<file path="config.mk">
export PLATFORM = sky130hd
export DESIGN_NAME = object_flag_combiner
export DESIGN_NICKNAME = d
export VERILOG_FILES = /design/src/hw/rtl/ofc_pkg.sv /design/src/hw/rtl/ofc_ram.sv /design/src/hw/rtl/ofc_queue.sv /design/src/hw/rtl/ofc_front.sv /design/src/hw/rtl/ofc_back.sv /design/src/hw/rtl/object_flag_combiner.sv
export SDC_FILE = /design/constraint.sdc
export NUM_CORES = 2
export LEC_CHECK = 0
export BUFFER_PORTS_ARGS = -buffer_cell sky130_fd_sc_hd__clkbuf_2
export CORE_MARGIN = 1.5
export CORE_UTILIZATION = 67
export CTS_BUF_LIST = sky130_fd_sc_hd__clkbuf_8 sky130_fd_sc_hd__clkbuf_16
export DETAILED_ROUTE_END_ITERATION = 8
export HOLD_SLACK_MARGIN = 0.03
export MAX_ROUTING_LAYER = met4
export PLACE_DENSITY = 0.87
export SYNTH_ARGS = -nofsm -noshare
export SYNTH_HDL_FRONTEND = slang
export SYNTH_SLANG_ARGS = --single-unit
</file>
<file path="constraint.sdc">
create_clock -name aclk -period 11.5 [get_ports aclk]
set_clock_uncertainty 0.1 [all_clocks]
set_input_delay 0.575 -clock aclk [delete_from_list [all_inputs] [get_ports aclk]]
set_output_delay 0.575 -clock aclk [all_outputs]
set_load 0.1 [all_outputs]
</file>
<file path="src/hw/rtl/ofc_pkg.sv">
// ============================================================================
// ofc_pkg
// Shared types and constants for the object flag combiner.
// ============================================================================
package ofc_pkg;

    // Fixed field widths of the external beats
    localparam int FLAG_W  = 32;
    localparam int COUNT_W = 16;
    localparam int MODE_W  = 3;

    // combine_mode register codes
    localparam logic [MODE_W-1:0] MODE_OR   = 3'd0;
    localparam logic [MODE_W-1:0] MODE_AND  = 3'd1;
    localparam logic [MODE_W-1:0] MODE_MIN  = 3'd2;
    localparam logic [MODE_W-1:0] MODE_MAX  = 3'd3;
    localparam logic [MODE_W-1:0] MODE_MOST = 3'd4;

    // Input beat: one object pixel
    typedef struct packed {
        logic [FLAG_W-1:0] flag_value;
        logic              last_pixel;
    } in_beat_t;

    // Output beat: one object result
    typedef struct packed {
        logic [FLAG_W-1:0]  combined_flag;
        logic [COUNT_W-1:0] match_count;
        logic               table_overflow;
    } out_beat_t;

    // Accumulate operation decided by the front end
    typedef enum logic [2:0] {
        OP_NONE = 3'd0,
        OP_OR   = 3'd1,
        OP_AND  = 3'd2,
        OP_MIN  = 3'd3,
        OP_MAX  = 3'd4,
        OP_MOST = 3'd5
    } op_t;

    // Which state forms the result at the last pixel
    typedef enum logic [1:0] {
        RES_ZERO  = 2'd0,
        RES_RUN   = 2'd1,
        RES_TABLE = 2'd2
    } res_t;

    // Control part of a queued item
    typedef struct packed {
        op_t  op;
        res_t res;
        logic last;
    } item_ctl_t;

    // Saturating count increment
    function automatic logic [COUNT_W-1:0] sat_inc(input logic [COUNT_W-1:0] c);
        return (c == {COUNT_W{1'b1}}) ? c : c + COUNT_W'(1);
    endfunction

endpackage

</file>
<file path="src/hw/rtl/ofc_ram.sv">
// ============================================================================
// ofc_ram
// Generic single-write, single-read RAM with registered read data.
// ============================================================================
module ofc_ram #(
    parameter int WIDTH = 48,
    parameter int DEPTH = 16
) (
    input  logic                     aclk,
    input  logic                     we,
    input  logic [$clog2(DEPTH)-1:0] waddr,
    input  logic [WIDTH-1:0]         wdata,
    input  logic [$clog2(DEPTH)-1:0] raddr,
    output logic [WIDTH-1:0]         rdata
);

    logic [WIDTH-1:0] mem_reg [DEPTH];
    logic [WIDTH-1:0] rdata_reg;

    // Write port and registered read port
    always_ff @(posedge aclk) begin
        if (we) begin
            mem_reg[waddr] <= wdata;
        end
        rdata_reg <= mem_reg[raddr];
    end

    assign rdata = rdata_reg;

endmodule

</file>
<file path="src/hw/rtl/ofc_queue.sv">
// ============================================================================
// ofc_queue
// Two-entry FIFO between the classifier and the execution engine.
// ============================================================================
module ofc_queue #(
    parameter int DATA_W = 38
) (
    input  logic              aclk,
    input  logic              aresetn,
    input  logic              push_valid,
    output logic              push_ready,
    input  logic [DATA_W-1:0] push_data,
    output logic              pop_valid,
    input  logic              pop_ready,
    output logic [DATA_W-1:0] pop_data
);

    logic [DATA_W-1:0] slot_reg [2];
    logic              wr_ptr_reg, wr_ptr_next;
    logic              rd_ptr_reg, rd_ptr_next;
    logic [1:0]        cnt_reg, cnt_next;
    logic              do_push, do_pop;

    assign push_ready = (cnt_reg != 2'd2);
    assign pop_valid  = (cnt_reg != 2'd0);
    assign pop_data   = slot_reg[rd_ptr_reg];
    assign do_push    = push_valid && push_ready;
    assign do_pop     = pop_valid && pop_ready;

    // Pointer and occupancy update
    always_comb begin
        wr_ptr_next = do_push ? ~wr_ptr_reg : wr_ptr_reg;
        rd_ptr_next = do_pop ? ~rd_ptr_reg : rd_ptr_reg;
        cnt_next    = cnt_reg;
        if (do_push && !do_pop) begin
            cnt_next = cnt_reg + 2'd1;
        end else if (do_pop && !do_push) begin
            cnt_next = cnt_reg - 2'd1;
        end
    end

    always_ff @(posedge aclk) begin
        if (!aresetn) begin
            wr_ptr_reg <= 1'b0;
            rd_ptr_reg <= 1'b0;
            cnt_reg    <= 2'd0;
        end else begin
            wr_ptr_reg <= wr_ptr_next;
            rd_ptr_reg <= rd_ptr_next;
            cnt_reg    <= cnt_next;
        end
    end

    // Entry storage, no reset
    always_ff @(posedge aclk) begin
        if (do_push) begin
            slot_reg[wr_ptr_reg] <= push_data;
        end
    end

endmodule

</file>
<file path="src/hw/rtl/ofc_front.sv">
// ============================================================================
// ofc_front
// Holds the mode register and classifies each accepted pixel beat.
// ============================================================================
module ofc_front #(
    parameter int FLAG_BITS = 32
) (
    input  logic                             aclk,
    input  logic                             aresetn,
    input  logic                             cfg_valid,
    output logic                             cfg_ready,
    input  logic [ofc_pkg::MODE_W-1:0]       cfg_data,
    input  logic                             s_valid,
    output logic                             s_ready,
    input  ofc_pkg::in_beat_t                s_data,
    output logic                             item_valid,
    input  logic                             item_ready,
    output ofc_pkg::item_ctl_t               item_ctl,
    output logic [FLAG_BITS-1:0]             item_value
);

    logic [ofc_pkg::MODE_W-1:0] mode_reg, mode_next;
    logic [FLAG_BITS-1:0]       value;

    // Mode register, always writable
    assign cfg_ready = 1'b1;
    assign mode_next = (cfg_valid && cfg_ready) ? cfg_data : mode_reg;

    always_ff @(posedge aclk) begin
        if (!aresetn) begin
            mode_reg <= ofc_pkg::MODE_OR;
        end else begin
            mode_reg <= mode_next;
        end
    end

    // Only the low FLAG_BITS bits count
    assign value      = s_data.flag_value[FLAG_BITS-1:0];
    assign item_value = value;
    assign item_valid = s_valid;
    assign s_ready    = item_ready;

    // Classify: operation under the current mode, zero values do nothing
    always_comb begin
        item_ctl.last = s_data.last_pixel;
        item_ctl.op   = ofc_pkg::OP_NONE;
        item_ctl.res  = ofc_pkg::RES_ZERO;
        unique case (mode_reg) inside
            ofc_pkg::MODE_OR, ofc_pkg::MODE_AND,
            ofc_pkg::MODE_MIN, ofc_pkg::MODE_MAX: item_ctl.res = ofc_pkg::RES_RUN;
            ofc_pkg::MODE_MOST:                   item_ctl.res = ofc_pkg::RES_TABLE;
            default:                              item_ctl.res = ofc_pkg::RES_ZERO;
        endcase
        if (value != '0) begin
            unique case (mode_reg)
                ofc_pkg::MODE_OR:   item_ctl.op = ofc_pkg::OP_OR;
                ofc_pkg::MODE_AND:  item_ctl.op = ofc_pkg::OP_AND;
                ofc_pkg::MODE_MIN:  item_ctl.op = ofc_pkg::OP_MIN;
                ofc_pkg::MODE_MAX:  item_ctl.op = ofc_pkg::OP_MAX;
                ofc_pkg::MODE_MOST: item_ctl.op = ofc_pkg::OP_MOST;
                default:            item_ctl.op = ofc_pkg::OP_NONE;
            endcase
        end
    end

endmodule

</file>
<file path="src/hw/rtl/ofc_back.sv">
// ============================================================================
// ofc_back
// Execution engine: running accumulators, distinct-value table search and
// result register.
// ============================================================================
module ofc_back #(
    parameter int TABLE_DEPTH = 16,
    parameter int FLAG_BITS   = 32
) (
    input  logic                 aclk,
    input  logic                 aresetn,
    input  logic                 q_valid,
    output logic                 q_ready,
    input  ofc_pkg::item_ctl_t   q_ctl,
    input  logic [FLAG_BITS-1:0] q_value,
    output logic                 m_valid,
    input  logic                 m_ready,
    output ofc_pkg::out_beat_t   m_data
);

    localparam int IDX_W   = $clog2(TABLE_DEPTH);
    localparam int FILL_W  = $clog2(TABLE_DEPTH + 1);
    localparam int COUNT_W = ofc_pkg::COUNT_W;
    localparam int FLAG_W  = ofc_pkg::FLAG_W;
    localparam int ENTRY_W = FLAG_BITS + COUNT_W;

    typedef enum logic [2:0] {
        ST_IDLE   = 3'b001,
        ST_SEARCH = 3'b010,
        ST_EMIT   = 3'b100
    } state_t;

    state_t               state_reg, state_next;
    logic [FLAG_BITS-1:0] run_flag_reg, run_flag_next;
    logic [COUNT_W-1:0]   run_cnt_reg, run_cnt_next;
    logic [FILL_W-1:0]    fill_reg, fill_next;
    logic                 ovf_reg, ovf_next;
    logic [FLAG_BITS-1:0] best_val_reg, best_val_next;
    logic [COUNT_W-1:0]   best_cnt_reg, best_cnt_next;
    logic [IDX_W-1:0]     best_idx_reg, best_idx_next;
    logic [IDX_W-1:0]     k_reg, k_next;
    logic [FLAG_BITS-1:0] cur_val_reg, cur_val_next;
    logic                 cur_last_reg, cur_last_next;
    ofc_pkg::res_t        cur_res_reg, cur_res_next;
    logic                 m_valid_reg, m_valid_next;
    ofc_pkg::out_beat_t   m_data_reg, m_data_next;

    logic                 ram_we;
    logic [IDX_W-1:0]     ram_waddr;
    logic [ENTRY_W-1:0]   ram_wdata;
    logic [IDX_W-1:0]     ram_raddr;
    logic [ENTRY_W-1:0]   ram_rdata;
    logic [FLAG_BITS-1:0] rd_val;
    logic [COUNT_W-1:0]   rd_cnt, inc_cnt;

    logic                 do_insert;
    logic [FLAG_BITS-1:0] ins_val;
    logic                 table_room;
    logic                 out_free;
    state_t               done_state;

    // Table entries: value in the upper bits, count in the lower
    ofc_ram #(
        .WIDTH (ENTRY_W),
        .DEPTH (TABLE_DEPTH)
    ) u_table (
        .aclk  (aclk),
        .we    (ram_we),
        .waddr (ram_waddr),
        .wdata (ram_wdata),
        .raddr (ram_raddr),
        .rdata (ram_rdata)
    );

    assign rd_val     = ram_rdata[COUNT_W +: FLAG_BITS];
    assign rd_cnt     = ram_rdata[COUNT_W-1:0];
    assign inc_cnt    = ofc_pkg::sat_inc(rd_cnt);
    assign ins_val    = (state_reg == ST_IDLE) ? q_value : cur_val_reg;
    assign table_room = (fill_reg < FILL_W'(TABLE_DEPTH));
    assign out_free   = !m_valid_reg || m_ready;
    assign q_ready    = (state_reg == ST_IDLE);
    assign m_valid    = m_valid_reg;
    assign m_data     = m_data_reg;

    // Engine control and datapath
    always_comb begin
        state_next    = state_reg;
        run_flag_next = run_flag_reg;
        run_cnt_next  = run_cnt_reg;
        fill_next     = fill_reg;
        ovf_next      = ovf_reg;
        best_val_next = best_val_reg;
        best_cnt_next = best_cnt_reg;
        best_idx_next = best_idx_reg;
        k_next        = k_reg;
        cur_val_next  = cur_val_reg;
        cur_last_next = cur_last_reg;
        cur_res_next  = cur_res_reg;
        m_valid_next  = m_valid_reg && !m_ready;
        m_data_next   = m_data_reg;
        ram_we        = 1'b0;
        ram_waddr     = k_reg;
        ram_wdata     = {rd_val, inc_cnt};
        ram_raddr     = '0;
        do_insert     = 1'b0;
        done_state    = cur_last_reg ? ST_EMIT : ST_IDLE;

        unique case (state_reg)
            ST_IDLE: begin
                if (q_valid) begin
                    cur_val_next  = q_value;
                    cur_last_next = q_ctl.last;
                    cur_res_next  = q_ctl.res;
                    state_next    = q_ctl.last ? ST_EMIT : ST_IDLE;
                    case (q_ctl.op)
                        ofc_pkg::OP_OR: begin
                            run_flag_next = run_flag_reg | q_value;
                            run_cnt_next  = ofc_pkg::sat_inc(run_cnt_reg);
                        end
                        ofc_pkg::OP_AND: begin
                            run_flag_next = (run_cnt_reg == '0) ? q_value
                                                                : (run_flag_reg & q_value);
                            run_cnt_next  = ofc_pkg::sat_inc(run_cnt_reg);
                        end
                        ofc_pkg::OP_MIN: begin
                            if (run_cnt_reg == '0 || q_value < run_flag_reg) begin
                                run_flag_next = q_value;
                                run_cnt_next  = COUNT_W'(1);
                            end else if (q_value == run_flag_reg) begin
                                run_cnt_next  = ofc_pkg::sat_inc(run_cnt_reg);
                            end
                        end
                        ofc_pkg::OP_MAX: begin
                            if (run_cnt_reg == '0 || q_value > run_flag_reg) begin
                                run_flag_next = q_value;
                                run_cnt_next  = COUNT_W'(1);
                            end else if (q_value == run_flag_reg) begin
                                run_cnt_next  = ofc_pkg::sat_inc(run_cnt_reg);
                            end
                        end
                        ofc_pkg::OP_MOST: begin
                            if (fill_reg == '0) begin
                                do_insert = 1'b1;
                            end else begin
                                // scan starts at entry 0
                                k_next     = '0;
                                ram_raddr  = '0;
                                state_next = ST_SEARCH;
                            end
                        end
                        default: ;
                    endcase
                end
            end

            ST_SEARCH: begin
                // read data holds entry k_reg
                if (rd_val == cur_val_reg) begin
                    ram_we    = 1'b1;
                    ram_waddr = k_reg;
                    ram_wdata = {rd_val, inc_cnt};
                    if (inc_cnt > best_cnt_reg ||
                        (inc_cnt == best_cnt_reg && k_reg < best_idx_reg)) begin
                        best_val_next = rd_val;
                        best_cnt_next = inc_cnt;
                        best_idx_next = k_reg;
                    end
                    state_next = done_state;
                end else if (FILL_W'(k_reg) + FILL_W'(1) == fill_reg) begin
                    do_insert  = 1'b1;
                    state_next = done_state;
                end else begin
                    k_next    = k_reg + IDX_W'(1);
                    ram_raddr = k_reg + IDX_W'(1);
                end
            end

            ST_EMIT: begin
                if (out_free) begin
                    m_valid_next = 1'b1;
                    m_data_next  = '0;
                    case (cur_res_reg)
                        ofc_pkg::RES_RUN: begin
                            if (run_cnt_reg != '0) begin
                                m_data_next.combined_flag = FLAG_W'(run_flag_reg);
                                m_data_next.match_count   = run_cnt_reg;
                            end
                        end
                        ofc_pkg::RES_TABLE: begin
                            // empty table gives a zero flag
                            if (best_cnt_reg != '0) begin
                                m_data_next.combined_flag = FLAG_W'(best_val_reg);
                                m_data_next.match_count   = best_cnt_reg;
                            end
                            m_data_next.table_overflow = ovf_reg;
                        end
                        default: ;
                    endcase
                    // clear object state
                    run_flag_next = '0;
                    run_cnt_next  = '0;
                    fill_next     = '0;
                    ovf_next      = 1'b0;
                    best_cnt_next = '0;
                    best_idx_next = '0;
                    state_next    = ST_IDLE;
                end
            end

            default: state_next = ST_IDLE;
        endcase

        // New distinct value goes to the next free entry
        if (do_insert) begin
            if (table_room) begin
                ram_we    = 1'b1;
                ram_waddr = fill_reg[IDX_W-1:0];
                ram_wdata = {ins_val, COUNT_W'(1)};
                fill_next = fill_reg + FILL_W'(1);
                if (best_cnt_reg == '0) begin
                    best_val_next = ins_val;
                    best_cnt_next = COUNT_W'(1);
                    best_idx_next = fill_reg[IDX_W-1:0];
                end
            end else begin
                ovf_next = 1'b1;
            end
        end
    end

    // Control state
    always_ff @(posedge aclk) begin
        if (!aresetn) begin
            state_reg    <= ST_IDLE;
            run_flag_reg <= '0;
            run_cnt_reg  <= '0;
            fill_reg     <= '0;
            ovf_reg      <= 1'b0;
            best_cnt_reg <= '0;
            best_idx_reg <= '0;
            m_valid_reg  <= 1'b0;
        end else begin
            state_reg    <= state_next;
            run_flag_reg <= run_flag_next;
            run_cnt_reg  <= run_cnt_next;
            fill_reg     <= fill_next;
            ovf_reg      <= ovf_next;
            best_cnt_reg <= best_cnt_next;
            best_idx_reg <= best_idx_next;
            m_valid_reg  <= m_valid_next;
        end
    end

    // Payload registers
    always_ff @(posedge aclk) begin
        best_val_reg <= best_val_next;
        k_reg        <= k_next;
        cur_val_reg  <= cur_val_next;
        cur_last_reg <= cur_last_next;
        cur_res_reg  <= cur_res_next;
        m_data_reg   <= m_data_next;
    end

endmodule

</file>
<file path="src/hw/rtl/object_flag_combiner.sv">
// ============================================================================
// object_flag_combiner
// Combines the flag values of one object's pixels into one result beat.
// ============================================================================
//
//  Channel   Ports                               Beat
//  --------  ----------------------------------  ------------------------------
//  config    cfg_valid / cfg_ready / cfg_data    combine_mode (3 bits)
//  pixels    s_valid / s_ready / s_data          flag_value, last_pixel
//  results   m_valid / m_ready / m_data          combined_flag, match_count,
//                                                table_overflow
//
//  OR, AND, MIN, MAX and zero-valued pixels update the running state straight
//  from the queue. A most-frequent pixel goes to an empty table at once, else
//  scans the distinct-value table, which sits in a RAM with one read port,
//  one entry per cycle until a match or the last entry held.
//  A last pixel then passes through the emit state to load the result
//  register, and waits there while the previous result still waits on m_ready.
//  A two-beat queue decouples the pixel input from the engine; the result
//  register lets the engine go on while a result waits on m_ready.
//  Reset (aresetn low, synchronous) clears mode to OR and all object state.
//
module object_flag_combiner #(
    parameter int TABLE_DEPTH = 16,
    parameter int FLAG_BITS   = 32
) (
    input  logic                       aclk,
    input  logic                       aresetn,
    input  logic                       cfg_valid,
    output logic                       cfg_ready,
    input  logic [ofc_pkg::MODE_W-1:0] cfg_data,
    input  logic                       s_valid,
    output logic                       s_ready,
    input  ofc_pkg::in_beat_t          s_data,
    output logic                       m_valid,
    input  logic                       m_ready,
    output ofc_pkg::out_beat_t         m_data
);

    localparam int CTL_W  = $bits(ofc_pkg::item_ctl_t);
    localparam int ITEM_W = CTL_W + FLAG_BITS;

    logic                 fe_valid, fe_ready;
    ofc_pkg::item_ctl_t   fe_ctl;
    logic [FLAG_BITS-1:0] fe_value;
    logic                 be_valid, be_ready;
    logic [ITEM_W-1:0]    be_item;
    ofc_pkg::item_ctl_t   be_ctl;
    logic [FLAG_BITS-1:0] be_value;

    // Front: mode register and classification
    ofc_front #(
        .FLAG_BITS (FLAG_BITS)
    ) u_front (
        .aclk       (aclk),
        .aresetn    (aresetn),
        .cfg_valid  (cfg_valid),
        .cfg_ready  (cfg_ready),
        .cfg_data   (cfg_data),
        .s_valid    (s_valid),
        .s_ready    (s_ready),
        .s_data     (s_data),
        .item_valid (fe_valid),
        .item_ready (fe_ready),
        .item_ctl   (fe_ctl),
        .item_value (fe_value)
    );

    // Queue between front and engine
    ofc_queue #(
        .DATA_W (ITEM_W)
    ) u_queue (
        .aclk       (aclk),
        .aresetn    (aresetn),
        .push_valid (fe_valid),
        .push_ready (fe_ready),
        .push_data  ({fe_ctl, fe_value}),
        .pop_valid  (be_valid),
        .pop_ready  (be_ready),
        .pop_data   (be_item)
    );

    assign be_ctl   = ofc_pkg::item_ctl_t'(be_item[FLAG_BITS +: CTL_W]);
    assign be_value = be_item[FLAG_BITS-1:0];

    // Engine
    ofc_back #(
        .TABLE_DEPTH (TABLE_DEPTH),
        .FLAG_BITS   (FLAG_BITS)
    ) u_back (
        .aclk    (aclk),
        .aresetn (aresetn),
        .q_valid (be_valid),
        .q_ready (be_ready),
        .q_ctl   (be_ctl),
        .q_value (be_value),
        .m_valid (m_valid),
        .m_ready (m_ready),
        .m_data  (m_data)
    );

endmodule

</file>
* Word-level counts from Yosys, hierarchy flattened
Memories as Yosys holds them, arrays and structs flattened. A register that Yosys moved wholly into a read port is not among the register bits. Index checks and enable logic that the tools add are counted.
Word-level totals: word-level logic and storage cells 196, memory bits (writable) 844, ROM bits 0, flip-flop bits (word level) 205, bits in latches 0, memories 2, input bits 41
Cells by class: equality and inequality tests 32, bitwise logic cells 4, add/sub/neg operators 7, shift-type cells 0, magnitude comparators 5, mux-type cells 93, reduce and logical (&&, ||, !) cells 33, divide/modulo/power cells 0, multipliers 0
Memories:
- u_back.u_table.mem_reg | words 16, width 48, read ports 1, clocked after memory_dff 1, wr ports 1, RTL line ofc_ram.sv:17 | logic [WIDTH-1:0] mem_reg [DEPTH];
- u_queue.slot_reg | words 2, width 38, read ports 1, clocked after memory_dff 1, wr ports 1, RTL line ofc_queue.sv:18 | logic [DATA_W-1:0] slot_reg [2];
Operators by type and width (count):
- 32-bit two-way mux | 12
- 16-bit two-way mux | 13
- 48-bit two-way mux | 4
- 32-bit one-hot mux with 4 select lines | 1
- 48-bit one-hot mux with 2 select lines | 1
- 32-bit == test | 2
- 4-bit two-way mux | 16
- 16-bit one-hot mux with 2 select lines | 2
- 32-bit one-hot mux with 2 select lines | 1
- 16-bit one-hot mux with 3 select lines | 1
- 16-bit by 1-bit adder with 16-bit output, second input constant | 2
- 32-bit AND | 1
- 16-bit == test, second input constant | 2
- 32-bit greater-than comparator | 1
- 16-bit logical NOT | 2
- 32-bit < comparator | 1
- 32-bit OR | 1
- 16-bit nonzero test | 2
- 32-bit nonzero test | 1
- 3-bit two-way mux | 9
- 1-bit two-way mux | 21
- 5-bit two-way mux | 4
- 16-bit == test | 1
- 16-bit greater-than comparator | 1
- other kinds (38) | 72

* Logic depth before layout (Yosys ltp)
depth after elaboration 11, gate-level depth with buffers 18, mapped depth without buffers 15

* Modules after synthesis
Synthesis repeated with hierarchy kept, for this count alone.
Unflattened totals: cells, all modules 2859, area, all modules 45996.6 um^2
Modules (own cells, without submodules):
- ofc_ram | cells each 1242, area an instance 29694.7 um^2, times used 1
- ofc_back | cells each 1411, area an instance 12813.5 um^2, times used 1
- ofc_queue | cells each 142, area an instance 2980.4 um^2, times used 1
- ofc_front | cells each 64, area an instance 508.0 um^2, times used 1

* Worst setup path after synthesis
OpenSTA, ideal clock, no wires.
path type reg2reg, start point register u_back.k_reg[1], end point memory u_back.u_table.mem_reg[12][0], enable pin, library setup time 0.454 ns, cell stages (with the launch flop) 11, setup slack 6.658 ns, period minus slack after synthesis 4.842 ns, arrival 4.288 ns, path buffers 3, data required time 10.946 ns, path through edfxtp_1 > ha_1 > xor2_1 > nor2_1 > and4_1 > buf_2 > a31o_2 > clkbuf_1 > clkbuf_1 > a31oi_1 > nor2_1
On the way: cells in the longest elaborated chain, start to end 8
RTL lines:
- start, declared | RTL line ofc_back.sv:41 | logic [IDX_W-1:0] k_reg, k_next;
- start signal, assigned | RTL line ofc_back.sv:257 | k_reg <= k_next;
- 4-bit by 1-bit adder with 5-bit output | RTL line ofc_back.sv:169 | end else if (FILL_W'(k_reg) + FILL_W'(1) == fill_reg) begin
- 5-bit == test | RTL line ofc_back.sv:169
- 1-bit two-way mux | RTL line ofc_back.sv:169
- 1-bit two-way mux | RTL line ofc_back.sv:158 | if (rd_val == cur_val_reg) begin
- 1-bit one-hot mux with 2 select lines | RTL line ofc_back.sv:108 | unique case (state_reg)
- 1-bit two-way mux | RTL line ofc_back.sv:214 | if (do_insert) begin
- 1-bit two-way mux | RTL line ofc_ram.sv:22 | if (we) begin
- 1-bit two-way mux (implied by the code) | RTL line ofc_ram.sv:23 | mem_reg[waddr] <= wdata;
- end, declared | RTL line ofc_ram.sv:17
Several ways; a longest one is shown, not always the timed one.

* Worst setup path after layout
start point register u_back.k_reg[0], end point memory u_back.u_table.mem_reg[1][46], enable pin
Same word-level chain as after synthesis.

==> summary.txt <==
Pwr
  – Switching power: between 2 and 3 mW
  – P_leak: 18.0 nW
  – Sw Share: 28.5%
  – Peak supply drop: 0.139 mV
  – Combinational power share: around 17%
  – Clk network pwr share: 35.3%
  – P per Cell Area: slightly below 200 mW/mm2
  – Internal Power: 7.40 mW
  – Seq pwr share: 47.4%

STA
  – Final min period: 5.81 ns
  – Final Hold Viols: 0
  – Max_slew headroom: 9.98%
  – Setup TNS: 0 ns
  – Slew @ Worst Pin: 1.35 ns
  – Tcrit/Tclk final: 50.5%
  – Fmax: 0.172 GHz
  – RSZ-0062 raised after global routing: false
  – Max Slew Vio Count: 0
  – Setup Viol. Count Final: 0
  – Tightest hold margin: 0.0701 ns

Detailed routing
  – DRT Wirelength: about 120000 um
  – DRT met1 WL: 46700 um
  – Initial drt markers: 4865
  – Detailed-router iteration count before antenna repair: 7
  – Max Used Layer: met4
  – Via Count: between 30000 and 40000
  – DR WL met3: roughly 15000 um
  – DRC: 0
  – Post-DR wirelength/cell: 26.7 um
  – Post-DRT Antenna Nets: 0
  – Vias per inst: 6.75
  – Met2 WL: 54800 um

Logic synthesis
  – Ys flop type: edfxtp_1
  – Mapped Nets: 3488
  – Synth warn: 0
  – Proportion of synthesized area in mux cells: 8.45%
  – Synth cell types: 71
  – Synth area leaders: edfxtp_1 (60%), dfxtp_1 (7.2%), mux2i_1 (6.0%)
  – Compound-Gate Fraction of Synth Area: about 8.5%
  – Synth Cell Area: around 0.046 mm2
  – EDFF count, synth: 932
  – Main combinational cell family by area after synthesis: compound AO/OA/AOI/OAI gates
  – Syn Area/Cell: 14.0 um2
  – Simple-Gate Fraction of Synth Area: 8.24%
  – Post-synth top area share: 60.4%
  – Area share of fa/ha/maj cells after synthesis: 3.35%
  – Post-synthesis sequential area ratio: 67.5%
  – Syn Inst Count: around 3300
  – Async SR Flop Fraction: 0%
  – Synthesis-stage register bit count: 1098
  – Largest area contributor in the netlist: edfxtp_1
  – Post-Synth XOR/XNOR Area: 1.16%

Job
  – Max-Cap Viols: 0

Floorplanning
  – Core ar.: 0.0686 mm2
  – Die width: approximately 270 um
  – Initial Util: 67.6%
  – # rows: 96
  – Die H: 266 um
  – IO Pins: 93
  – Die area: between 0.07 and 0.08 mm2

Clocking
  – Longest Clk Path Bufs: 3
  – Post-CTS Setup Bufs: 0
  – TritonCTS clock tree: built
  – Cts bufs inserted: 104
  – Root Buffer: clkbuf_16
  – Clock Sink Count: between 1000 and 1500
  – Clk_lat worst skew: 0.67 ns
  – Reg clk slew, reported paths: 0.06 ns
  – Htree depth: 3

Setup path
  – Startpoint types: register
  – Crit path kind: register to register
  – Crit end category: register
  – CP arrival: 6.01 ns
  – Required time worst endpoint: 11.71 ns
  – Crit Path Max Fanout: 82

Place
  – # port buffers: 91
  – Post-DP HPWL: approximately 72000 um
  – Placer Congestion: 0.938

Cells and area
  – Layout cells sized above 1: 12.6%
  – Synth-to-layout area growth: 12.3%
  – Number of flip-flops in the largest register: 768
  – Layout Nets: 3611

GRT
  – Grt total ovfl: 0
  – Largest net degree at the start of global routing: 99
  – Initial antenna violation count: 4
  – Global-route wire length before repair: 179000 um
  – Vias in the first global route: 28967
  – Total track usage: between 30% and 40%

Outcome
  – Outcome: finished, final reports clean

Min path
  – Min-Delay Path Class: input port to register
layout make-up:
class                      instances  area [um2]
antenna                            4        10.0
clock buffer                     121        2880
clock inverter                    77         820
fill                            3834       16500
inverter                         113         424
multi-input combinational       1919       14000
sequential                      1098       31300
tap                              931        1160
timing repair buffer             210        1430
through the flow:
step,instance area [um2],cells,power [mW],utilization (%),setup slack (ns)
floorplan,46400,3323,6.10,-,6.66
detailed placement,48000,4239,6.67,70.0,5.82
CTS,52000,4469,10.3,75.9,5.81
global placement,48000,4239,6.58,70.0,6.16
finish,52100,4473,10.3,75.9,5.69
global route,52100,4473,10.7,75.9,5.52
repair_timing:
item	CTS	global route
endpoints found under the hold margin	64	0
hold buffers	32	0
gates resized for setup	0	0
cells in the final DEF, fill, tap and decap left out, drive strengths merged, types with 87 or more instances in the layout:
cell    Yosys  layout
inv       113     140
mux2i     278     278
ha        124     124
nand2     148     148
a211oi     99      99
edfxtp    932     932
buf        60      87
a21oi     156     156
clkbuf    133     212
nor2      405     405
dfxtp     166     166
critical path, stage by stage, from the launching register on:
cell and delay, ns:
edfxtp_1 0.74, buf_4 0.90, and3_1 0.35, xnor3_1 0.20, and4_1 0.54, a31oi_4 0.14, buf_4 0.35, o21ai_0 0.27
o21ai_0 0.55, nor2_4 0.68, buf_4 0.58
layer usage:
layer | GRT usage, % | up-vias
met4 | 9.06 | 0
met2 | 51.5 | 2330
met1 | 50.2 | 14810
met5 | - | -
li1 | - | 12845
met3 | 6.52 | 227
cells by family (layout without fill, tap and decap cells):
family          Yosys count  in the layout
buf+inv                 306            521
simple gates            833            833
other cells               1              5
flops                  1098           1098
fa+ha+maj               124            124
xor+xnor                 60             60
compound gates          570            570
mux                     331            331
power groups by stage:
stage               clock network [mW]  registers, mW  logic [mW]
CTS                               3.66           4.88        1.75
global placement                     0           4.94        1.64
global route                      3.81           4.91        1.94
floorplan                            0           4.91        1.20
finish                            3.65           4.90        1.79
detailed placement                   0           4.96        1.71
synthesized netlist by cell type (all sizes together), types with 39 or more instances:
cell type	n
a211oi	99
a21oi	156
a221oi	39
a22oi	65
and2	64
buf	60
clkbuf	133
dfxtp	166
edfxtp	932
ha	124
inv	113
mux2i	278
mux4	48
nand2	148
nor2	405
o21ai	66
o221ai	49
o32ai	47
or3	56
xnor2	52
worst paths after layout:
| kind | depth (start not counted) | start | to | slack, ns |
|---|---|---|---|---|
| max | 10 | u_back.k_reg[0]$_SDFFCE_PN0P_ | u_back.u_table.mem_reg[1][46]$_DFFE_PP_ | 5.69 |
| min | 1 | s_data[4] | u_queue.slot_reg[0][3]$_DFFE_PP_ | 0.07 |
| max reg2reg | 10 | u_back.k_reg[0]$_SDFFCE_PN0P_ | u_back.u_table.mem_reg[1][46]$_DFFE_PP_ | 5.69 |
| min reg2reg | 2 | u_back.ovf_reg$_SDFF_PN0_ | u_back.ovf_reg$_SDFF_PN0_ | 0.37 |
No activity file was read; power rests on OpenSTA's default activity.
